## config.mk

```make
export PLATFORM = sky130hd
export DESIGN_NAME = sorted_insert_priority_queue_flat
export DESIGN_NICKNAME = d
export VERILOG_FILES = /design/src/hdl/spq_pkg.sv /design/src/hdl/spq_req_if.sv /design/src/hdl/spq_rsp_if.sv /design/src/hdl/sorted_insert_priority_queue.sv /design/src/hdl/spq_ram.sv /design/src/hdl/spq_ctrl.sv /design/src/flat_wrapper.sv
export SDC_FILE = /design/constraint.sdc
export NUM_CORES = 2
export LEC_CHECK = 0
export BUFFER_PORTS_ARGS = -buffer_cell sky130_fd_sc_hd__buf_2
export CAP_MARGIN = 15
export CORE_AREA = 2 2 290 506
export CTS_CLUSTER_DIAMETER = 30
export DETAILED_ROUTE_END_ITERATION = 12
export DIE_AREA = 0 0 292 508
export SYNTH_ARGS = -nofsm -noshare
export SYNTH_HDL_FRONTEND = slang
export SYNTH_HIERARCHICAL = 1
export SYNTH_SLANG_ARGS = --single-unit
```

## constraint.sdc

```tcl
create_clock -name clock -period 6.95 [get_ports clock]
set_input_delay 0.695 -clock clock [delete_from_list [all_inputs] [get_ports clock]]
set_output_delay 0.695 -clock clock [all_outputs]
set_load 0.03 [all_outputs]
```

## src/hdl/spq_pkg.sv

```systemverilog
// ----------------------------------------------------------------------------
// spq_pkg
// Shared constants and types of the sorted-insert priority queue: table
// depth, field widths, status codes, request codes and the table entry.
// ----------------------------------------------------------------------------
package spq_pkg;

   localparam int DEPTH     = 64;
   localparam int AW        = $clog2(DEPTH);
   localparam int CW        = $clog2(DEPTH + 1);
   localparam int CAP_W     = 7;
   localparam int IDENT_W   = 16;
   localparam int PRIO_W    = 8;
   localparam int STAT_W    = 2;
   localparam int JOB_CNT_W = 7;

   typedef logic [STAT_W-1:0] status_type;

   localparam status_type STATUS_DONE      = 2'd0;
   localparam status_type STATUS_OVERFLOW  = 2'd1;
   localparam status_type STATUS_UNDERFLOW = 2'd2;

   localparam logic REQ_INSERT = 1'b0;
   localparam logic REQ_REMOVE = 1'b1;

   typedef struct packed {
      logic [IDENT_W-1:0] ident;
      logic [PRIO_W-1:0]  prio;
   } entry_type;

   typedef struct packed {
      logic            wr_en;
      logic [AW-1:0]   wr_addr;
      entry_type       wr_data;
      logic [AW-1:0]   rd_addr;
   } ram_req_type;

endpackage

```

## src/hdl/spq_req_if.sv

```systemverilog
// ----------------------------------------------------------------------------
// spq_req_if
// Request channel: valid/ready handshake carrying one queue request.
// ----------------------------------------------------------------------------
interface spq_req_if;
   logic                       valid;
   logic                       ready;
   logic                       req_type;
   logic [spq_pkg::IDENT_W-1:0] job_ident;
   logic [spq_pkg::PRIO_W-1:0]  job_priority;

   modport source (output valid, output req_type, output job_ident,
                   output job_priority, input ready);
   modport sink   (input valid, input req_type, input job_ident,
                   input job_priority, output ready);
   modport monitor (input valid, input ready, input req_type, input job_ident,
                    input job_priority);
endinterface

```

## src/hdl/spq_rsp_if.sv

```systemverilog
// ----------------------------------------------------------------------------
// spq_rsp_if
// Response channel: valid/ready handshake carrying one queue result.
// ----------------------------------------------------------------------------
interface spq_rsp_if;
   logic                          valid;
   logic                          ready;
   logic [spq_pkg::STAT_W-1:0]    status;
   logic                          queue_empty;
   logic [spq_pkg::JOB_CNT_W-1:0] job_count;
   logic [spq_pkg::IDENT_W-1:0]   head_ident;
   logic [spq_pkg::PRIO_W-1:0]    head_priority;

   modport source (output valid, output status, output queue_empty,
                   output job_count, output head_ident, output head_priority,
                   input ready);
   modport sink   (input valid, input status, input queue_empty,
                   input job_count, input head_ident, input head_priority,
                   output ready);
   modport monitor (input valid, input ready, input status, input queue_empty,
                    input job_count, input head_ident, input head_priority);
endinterface

```

## src/hdl/sorted_insert_priority_queue.sv

```systemverilog
// ----------------------------------------------------------------------------
// sorted_insert_priority_queue
// Job queue kept sorted by ascending priority value in a 64-entry table;
// equal priorities keep arrival order. Insert and remove each return one
// result with status, count and the head job.
//
//   channel   dir   handshake          payload
//   req_chan  in    valid/ready        req_type, job_ident, job_priority
//   rsp_chan  out   valid/ready        status, queue_empty, job_count,
//                                      head_ident, head_priority
//   csr       in    csr_wr_en          csr_wr_data (capacity)
//
// An insert walks down from the tail, moving each entry that sorts after
// the new job up one slot, then writes the new job; an insert into an empty
// table writes slot 0 directly; a remove moves each entry above slot 0 down
// one slot; a rejected request leaves the table as it is. The table walk
// runs one slot a cycle through the single table port pair. The result is
// then held until rsp_chan is ready, and req_chan is not ready from
// acceptance until the result is taken.
// Reset clears the count and sets capacity to 64; table contents are not
// cleared, only slots below the count are read.
// ----------------------------------------------------------------------------
module sorted_insert_priority_queue (
   input  logic                      clock,
   input  logic                      reset,
   spq_req_if.sink                   req_chan,
   spq_rsp_if.source                 rsp_chan,
   input  logic                      csr_wr_en,
   input  logic [spq_pkg::CAP_W-1:0] csr_wr_data
);
   import spq_pkg::*;

   logic [CAP_W-1:0] cap_ff, cap_in;
   ram_req_type      ram_req;
   entry_type        rd_data;

   assign cap_in = csr_wr_en ? csr_wr_data : cap_ff;

   always_ff @(posedge clock) begin
      if (reset) begin
         cap_ff <= CAP_W'(DEPTH);
      end else begin
         cap_ff <= cap_in;
      end
   end

   spq_ctrl u_ctrl (
      .clock   (clock),
      .reset   (reset),
      .cap     (cap_ff),
      .req     (req_chan),
      .rsp     (rsp_chan),
      .ram_req (ram_req),
      .rd_data (rd_data)
   );

   spq_ram u_ram (
      .clock   (clock),
      .ram_req (ram_req),
      .rd_data (rd_data)
   );

endmodule

```

## src/hdl/spq_ram.sv

```systemverilog
// ----------------------------------------------------------------------------
// spq_ram
// Job table: one write port and one read port, registered read data.
// ----------------------------------------------------------------------------
module spq_ram (
   input  logic                 clock,
   input  spq_pkg::ram_req_type ram_req,
   output spq_pkg::entry_type   rd_data
);
   import spq_pkg::*;

   entry_type mem_ff [DEPTH];
   entry_type rd_data_ff;

   always_ff @(posedge clock) begin
      if (ram_req.wr_en) begin
         mem_ff[ram_req.wr_addr] <= ram_req.wr_data;
      end
      rd_data_ff <= mem_ff[ram_req.rd_addr];
   end

   assign rd_data = rd_data_ff;

endmodule

```

## src/hdl/spq_ctrl.sv

```systemverilog
// ----------------------------------------------------------------------------
// spq_ctrl
// Sequencer of the queue: walks the table one slot a cycle through a single
// priority comparator, shifting entries for insert and remove, then reads
// the head and holds the result until it is taken.
// ----------------------------------------------------------------------------
module spq_ctrl (
   input  logic                      clock,
   input  logic                      reset,
   input  logic [spq_pkg::CAP_W-1:0] cap,
   spq_req_if.sink                   req,
   spq_rsp_if.source                 rsp,
   output spq_pkg::ram_req_type      ram_req,
   input  spq_pkg::entry_type        rd_data
);
   import spq_pkg::*;

   localparam int CMP_W = (CW > CAP_W) ? CW : CAP_W;

   typedef enum logic [6:0] {
      ST_IDLE    = 7'b0000001,
      ST_INS_CMP = 7'b0000010,
      ST_INS_PUT = 7'b0000100,
      ST_REM     = 7'b0001000,
      ST_HEAD    = 7'b0010000,
      ST_CAP     = 7'b0100000,
      ST_RESP    = 7'b1000000
   } state_type;

   state_type            state_ff, state_in;
   logic [CW-1:0]        idx_ff, idx_in;
   logic [CW-1:0]        count_ff, count_in;
   entry_type            new_ff, new_in;
   status_type           status_ff, status_in;
   status_type           rsp_status_ff, rsp_status_in;
   logic                 rsp_empty_ff, rsp_empty_in;
   logic [JOB_CNT_W-1:0] rsp_count_ff, rsp_count_in;
   entry_type            rsp_head_ff, rsp_head_in;
   logic                 full;
   logic                 moves_up;

   // effective limit is the smaller of the register and the table depth
   assign full = (CMP_W'(count_ff) >= CMP_W'(cap)) || (count_ff == CW'(DEPTH));

   // single comparator: does the stored entry sort after the new one
   assign moves_up = rd_data.prio > new_ff.prio;

   always_comb begin
      state_in      = state_ff;
      idx_in        = idx_ff;
      count_in      = count_ff;
      new_in        = new_ff;
      status_in     = status_ff;
      rsp_status_in = rsp_status_ff;
      rsp_empty_in  = rsp_empty_ff;
      rsp_count_in  = rsp_count_ff;
      rsp_head_in   = rsp_head_ff;
      ram_req       = '0;

      unique case (state_ff)
         ST_IDLE: begin
            if (req.valid) begin
               new_in    = '{ident: req.job_ident, prio: req.job_priority};
               status_in = STATUS_DONE;
               if (req.req_type == REQ_INSERT) begin
                  if (full) begin
                     status_in = STATUS_OVERFLOW;
                     state_in  = ST_HEAD;
                  end else if (count_ff == '0) begin
                     ram_req.wr_en   = 1'b1;
                     ram_req.wr_addr = '0;
                     ram_req.wr_data = '{ident: req.job_ident, prio: req.job_priority};
                     count_in        = count_ff + CW'(1);
                     state_in        = ST_HEAD;
                  end else begin
                     idx_in          = count_ff;
                     ram_req.rd_addr = AW'(count_ff - CW'(1));
                     state_in        = ST_INS_CMP;
                  end
               end else begin
                  if (count_ff == '0) begin
                     status_in = STATUS_UNDERFLOW;
                     state_in  = ST_HEAD;
                  end else if (count_ff == CW'(1)) begin
                     count_in = '0;
                     state_in = ST_HEAD;
                  end else begin
                     idx_in          = CW'(1);
                     ram_req.rd_addr = AW'(1);
                     state_in        = ST_REM;
                  end
               end
            end
         end

         ST_INS_CMP: begin
            ram_req.wr_en   = 1'b1;
            ram_req.wr_addr = AW'(idx_ff);
            if (moves_up) begin
               // advance the larger entry one slot and look one slot lower
               ram_req.wr_data = rd_data;
               idx_in          = idx_ff - CW'(1);
               if (idx_ff == CW'(1)) begin
                  state_in = ST_INS_PUT;
               end else begin
                  ram_req.rd_addr = AW'(idx_ff - CW'(2));
               end
            end else begin
               ram_req.wr_data = new_ff;
               count_in        = count_ff + CW'(1);
               state_in        = ST_HEAD;
            end
         end

         ST_INS_PUT: begin
            ram_req.wr_en   = 1'b1;
            ram_req.wr_addr = AW'(idx_ff);
            ram_req.wr_data = new_ff;
            count_in        = count_ff + CW'(1);
            state_in        = ST_HEAD;
         end

         ST_REM: begin
            ram_req.wr_en   = 1'b1;
            ram_req.wr_addr = AW'(idx_ff - CW'(1));
            ram_req.wr_data = rd_data;
            idx_in          = idx_ff + CW'(1);
            if ((idx_ff + CW'(1)) < count_ff) begin
               ram_req.rd_addr = AW'(idx_ff + CW'(1));
            end else begin
               count_in = count_ff - CW'(1);
               state_in = ST_HEAD;
            end
         end

         ST_HEAD: begin
            ram_req.rd_addr = '0;
            state_in        = ST_CAP;
         end

         ST_CAP: begin
            rsp_status_in = status_ff;
            rsp_empty_in  = (count_ff == '0);
            rsp_count_in  = JOB_CNT_W'(count_ff);
            rsp_head_in   = (count_ff == '0) ? '0 : rd_data;
            state_in      = ST_RESP;
         end

         ST_RESP: begin
            if (rsp.ready) begin
               state_in = ST_IDLE;
            end
         end

         default: begin
            state_in = ST_IDLE;
         end
      endcase
   end

   always_ff @(posedge clock) begin
      if (reset) begin
         state_ff <= ST_IDLE;
         count_ff <= '0;
      end else begin
         state_ff <= state_in;
         count_ff <= count_in;
      end
   end

   always_ff @(posedge clock) begin
      idx_ff        <= idx_in;
      new_ff        <= new_in;
      status_ff     <= status_in;
      rsp_status_ff <= rsp_status_in;
      rsp_empty_ff  <= rsp_empty_in;
      rsp_count_ff  <= rsp_count_in;
      rsp_head_ff   <= rsp_head_in;
   end

   assign req.ready         = (state_ff == ST_IDLE);
   assign rsp.valid         = (state_ff == ST_RESP);
   assign rsp.status        = rsp_status_ff;
   assign rsp.queue_empty   = rsp_empty_ff;
   assign rsp.job_count     = rsp_count_ff;
   assign rsp.head_ident    = rsp_head_ff.ident;
   assign rsp.head_priority = rsp_head_ff.prio;

endmodule

```

## src/flat_wrapper.sv

```systemverilog
// flat-port wrapper written by rule: the top's interface ports become plain ports
module sorted_insert_priority_queue_flat import spq_pkg::*;
  (clock, reset, csr_wr_en, csr_wr_data, req_chan_valid, req_chan_req_type, req_chan_job_ident, req_chan_job_priority, req_chan_ready, rsp_chan_valid, rsp_chan_status, rsp_chan_queue_empty, rsp_chan_job_count, rsp_chan_head_ident, rsp_chan_head_priority, rsp_chan_ready);
  spq_req_if req_chan_i ();
  spq_rsp_if rsp_chan_i ();
  input  logic clock;
  input  logic reset;
  input  logic csr_wr_en;
  input  logic [spq_pkg::CAP_W-1:0] csr_wr_data;
  input wire logic [$bits(req_chan_i.valid)-1:0] req_chan_valid;
  input wire logic [$bits(req_chan_i.req_type)-1:0] req_chan_req_type;
  input wire logic [$bits(req_chan_i.job_ident)-1:0] req_chan_job_ident;
  input wire logic [$bits(req_chan_i.job_priority)-1:0] req_chan_job_priority;
  output wire logic [$bits(req_chan_i.ready)-1:0] req_chan_ready;
  output wire logic [$bits(rsp_chan_i.valid)-1:0] rsp_chan_valid;
  output wire logic [$bits(rsp_chan_i.status)-1:0] rsp_chan_status;
  output wire logic [$bits(rsp_chan_i.queue_empty)-1:0] rsp_chan_queue_empty;
  output wire logic [$bits(rsp_chan_i.job_count)-1:0] rsp_chan_job_count;
  output wire logic [$bits(rsp_chan_i.head_ident)-1:0] rsp_chan_head_ident;
  output wire logic [$bits(rsp_chan_i.head_priority)-1:0] rsp_chan_head_priority;
  input wire logic [$bits(rsp_chan_i.ready)-1:0] rsp_chan_ready;
  assign req_chan_i.valid = req_chan_valid;
  assign req_chan_i.req_type = req_chan_req_type;
  assign req_chan_i.job_ident = req_chan_job_ident;
  assign req_chan_i.job_priority = req_chan_job_priority;
  assign req_chan_ready = req_chan_i.ready;
  assign rsp_chan_valid = rsp_chan_i.valid;
  assign rsp_chan_status = rsp_chan_i.status;
  assign rsp_chan_queue_empty = rsp_chan_i.queue_empty;
  assign rsp_chan_job_count = rsp_chan_i.job_count;
  assign rsp_chan_head_ident = rsp_chan_i.head_ident;
  assign rsp_chan_head_priority = rsp_chan_i.head_priority;
  assign rsp_chan_i.ready = rsp_chan_ready;
  sorted_insert_priority_queue u_core (.clock(clock), .reset(reset), .req_chan(req_chan_i), .rsp_chan(rsp_chan_i), .csr_wr_en(csr_wr_en), .csr_wr_data(csr_wr_data));
endmodule
```

==> run summary <==
DR WL/cell -> 34.3 um
crit-path most repeated cell -> a21oi_1
Mapped Area -> 0.0644 mm^2
CTS sink cnt -> 1648
CP endpoint kind -> flip-flop
met2 Use GR -> 0.453
Yosys cell types -> 70
maximum number of pins on one net before global-route repair -> 92
Worst Tran Pin Value -> 1200 ps
grt peak-use layer -> met2
Worst R2R End -> u_core/u_ram/rd_data[22]$_DFF_P_
grt met3 use -> 0.0388
setup_tns -> 0 ps
post-cts sizing count -> 0
Mapped Cells -> 3102
met1 Usage GRT -> 0.264
core box area -> 0.145 mm^2
Via Count -> 32.9k
Starting Density -> 0.445
final WL -> 185 mm
Clk pin slew, worst setup/hold paths -> 70 ps
fin crit period -> 6410 ps
hpwl dp -> 118 mm
RSZ-0062 raised after global routing -> false
FF+latch area -> 0.0490 mm^2
Crit path largest cell delay -> 600 ps
IO Count -> 73
Die Width -> 292 um
Initial DRC Count -> 3379
clock latency on the worst-skew pair -> 800 ps
EDFF count, synth -> 1603
RR Startpoint -> u_core/u_ctrl/count_ff[0]$_SDFFE_PP0P_
postcts setup bufs -> 0
chip height -> 508 um
I/O Buffers -> 72
origin of the worst setup path -> u_core/u_ctrl/count_ff[0]$_SDFFE_PP0P_
CP max stage cell -> a211o_4
syn avg cell area -> 20.8 um^2
H-tree levels -> 4
Longest Clk Path Bufs -> 3
Worst EP arrival -> 7110 ps
Mapped Nets -> 3170
Synth warnings -> 6
# Max-Cap Violations -> 0
full die area -> 0.148 mm^2
vias per std cell -> 6.09
flop2flop setup slack -> 540 ps
GRT Overall Usage -> 0.250
crit path cell chain -> inv_1, ha_1, nand2b_1, a2111oi_0, o21ai_0, or4_1, a21oi_1, a211o_4, buf_12, buf_4, mux4_2, a221o_1, a21oi_1, a21oi_1, and3_1
GP Congestion -> 0.934
Fmax -> 156 MHz
part of the cycle the worst path needs -> 0.923
top_reg_cell synth -> edfxtp_1
layout cells sized above 1 -> 0.308
Slew headroom -> 0.200
Layout area overhead -> 15.0%
global-route wire length before repair -> 258 mm
Pwr Density -> 403 mW/mm^2
Pre-antenna DRT Iters -> 6
register area share after synthesis -> 0.761
Pleak -> 23.6 nW
asr flop ratio synth -> 0
status -> completed
FP Rows -> 185
Worst Setup Start Kind -> flip-flop
Fin Clk Skew -> 42.5 ps
flops & latches, synth -> 1648
number of fillers in the final layout -> 11.2k
Slew Viols, Final -> 0
Worst Path Max Fanout -> 47
TritonCTS buffer count -> 170
GRT overflow -> 0
CTS tree -> built
critical setup path kind -> reg2reg
R2R depth -> 15
vias in the first global route -> 34.1k
HP Class -> in2reg
CTS root buf -> clkbuf_16
post-route ant nets -> 0
area of the multi-input gates -> 0.0147 mm^2
antenna violations before repair -> 15
final core utilization -> 0.512
Final setup viols -> 0
final hold viol count -> 0
Hold Buf Count CTS -> 0
crit path capture -> u_core/u_ram/rd_data[22]$_DFF_P_
Final nets -> 3438
Req. time, crit path -> 7640 ps
# DRC -> 0
maximum vdd drop -> 0.251 mV
-- per-layer routing --
metal	up-vias	wire length, um
met2	1394	99200
met4	0	15200
met5	-	0
met1	17600	60200
li1	13500	-
met3	435	10700
-- state kept, by name, indices dropped and copies added, names as in the netlist --
name and flops:
u_core/u_ram/mem_ff 1536, u_core/u_ctrl/rsp.head_ident 16, u_core/cap_ff 7, u_core/u_ctrl/rsp.status 2, u_core/u_ctrl/state_ff 7, u_core/u_ctrl/status_ff 2, u_core/u_ctrl/count_ff 7, u_core/u_ram/rd_data 24
u_core/u_ctrl/new_ff 24, u_core/u_ctrl/rsp.queue_empty 1, u_core/u_ctrl/rsp.head_priority 8, u_core/u_ctrl/idx_ff 7, u_core/u_ctrl/rsp.job_count 7
-- where the power goes --
group	switching, W	internal [W]	total (W)
Combinational	0.00521	0.00316	0.00837
Clock	0.00408	0.00528	0.00936
Sequential	0.000321	0.0118	0.0121
Total	0.00961	0.0202	0.0299
-- through the flow --
step / area, um^2 / instances / power (W) / worst slack (ps) / hold slack (ps)
after floorplan: 64400 / 3102 / 0.0173 / 1960 / 400
after global placement: 68200 / 5067 / 0.0206 / 607 / 407
after detailed placement: 68200 / 5067 / 0.0207 / 552 / 406
after CTS: 74000 / 5385 / 0.0300 / 569 / 51.3
after global routing: 74100 / 5404 / 0.0307 / 394 / 61.0
final: 74100 / 5406 / 0.0299 / 536 / 101
-- synth_stat cells (5+ instances only) --
cell type,count,area [um^2]
clkbuf_1,62,233
o21ai_0,33,165
nand2_1,63,236
nand3b_1,5,37.5
mux2i_1,101,1010
buf_4,31,233
buf_6,10,113
inv_1,32,120
o21ai_1,6,30.0
a221o_1,10,100
o21a_1,15,113
nand4_1,6,37.5
a211oi_1,5,37.5
a21o_1,18,135
buf_2,50,250
a21oi_1,45,225
xor2_1,6,52.6
mux4_2,355,8000
xnor2_1,14,123
a22o_1,16,140
nand2b_1,11,68.8
a221oi_1,53,464
o31ai_1,8,60.1
nor2_1,123,462
buf_1,13,48.8
a22oi_1,38,285
o22ai_1,56,350
o211ai_1,5,37.5
nand3_1,26,130
nor2b_1,12,75.1
ha_1,31,388
edfxtp_1,1603,48100
nor3_1,17,85.1
a211o_1,5,43.8
dfxtp_1,45,901
mux2_2,53,597
and2_1,28,175
and3_1,18,113
a31oi_1,14,87.6
or2_2,5,31.3
or3_1,14,87.6
-- placed cells by master (no fill, tap or decap), types with 16 or more instances in the layout --
master,count
and2_1,28
mux2i_1,101
and3_1,18
inv_1,32
nand2_1,63
clkbuf_16,172
a22o_1,16
o21ai_0,26
a22oi_1,38
dfxtp_1,45
a221oi_1,53
edfxtp_1,1603
clkinvlp_4,19
clkinv_2,21
nor2_1,59
ha_1,31
nor2_2,64
o22ai_1,56
diode_2,20
clkinv_4,18
buf_4,177
a21oi_1,45
mux4_2,355
inv_6,22
bufinv_16,16
buf_2,72
nand3_1,26
mux2_2,53
-- kinds of logic (layout without fill, tap and decap cells) --
group | count (synthesis) | count (layout) | share of synthesized area
adder cells (fa/ha/maj) | 31 | 31 | 0.00602
AO/OA/AOI/OAI | 343 | 343 | 0.0378
buffers and inverters | 201 | 615 | 0.0157
AND/OR/NAND/NOR | 350 | 350 | 0.0275
flip-flops | 1648 | 1648 | 0.761
other | 0 | 20 | 0
multiplexers | 509 | 509 | 0.149
XOR/XNOR | 20 | 20 | 0.00272
-- how the worst min path moves through the flow --
stage / startpoint / to / cells after the start
floorplan: u_core/u_ctrl/status_ff[0]$_SDFFCE_PP0P_ / u_core/u_ctrl/rsp.status[0]$_DFFE_PP_ / 0
global placement: u_core/u_ctrl/status_ff[0]$_SDFFCE_PP0P_ / u_core/u_ctrl/rsp.status[0]$_DFFE_PP_ / 0
detailed placement: u_core/u_ctrl/status_ff[0]$_SDFFCE_PP0P_ / u_core/u_ctrl/rsp.status[0]$_DFFE_PP_ / 0
CTS: req_chan_job_ident[0] / u_core/u_ctrl/new_ff[8]$_DFFE_PP_ / 1
global route: req_chan_job_ident[0] / u_core/u_ctrl/new_ff[8]$_DFFE_PP_ / 1
finish: req_chan_job_ident[0] / u_core/u_ctrl/new_ff[8]$_DFFE_PP_ / 1
-- cell type report --
type,count,area share
Clock inverter,130,0.0195
Inverter,34,0.00172
Antenna cell,20,0.000675
Timing Repair Buffer,263,0.0267
Sequential cell,1648,0.662
Clock buffer,188,0.0590
Multi-Input combinational cell,1253,0.199
Tap cell,1870,0.0316
-- critical path: cells and delay by family (launching register included) --
| family | cells | cell delay (ps) |
|---|---|---|
| flip-flops | 1 | 580 |
| multiplexers | 1 | 550 |
| AND/OR/NAND/NOR | 3 | 960 |
| buffers and inverters | 3 | 920 |
| adder cells (fa/ha/maj) | 1 | 300 |
| AO/OA/AOI/OAI | 7 | 2890 |
No activity file was read; power rests on OpenSTA's default activity.
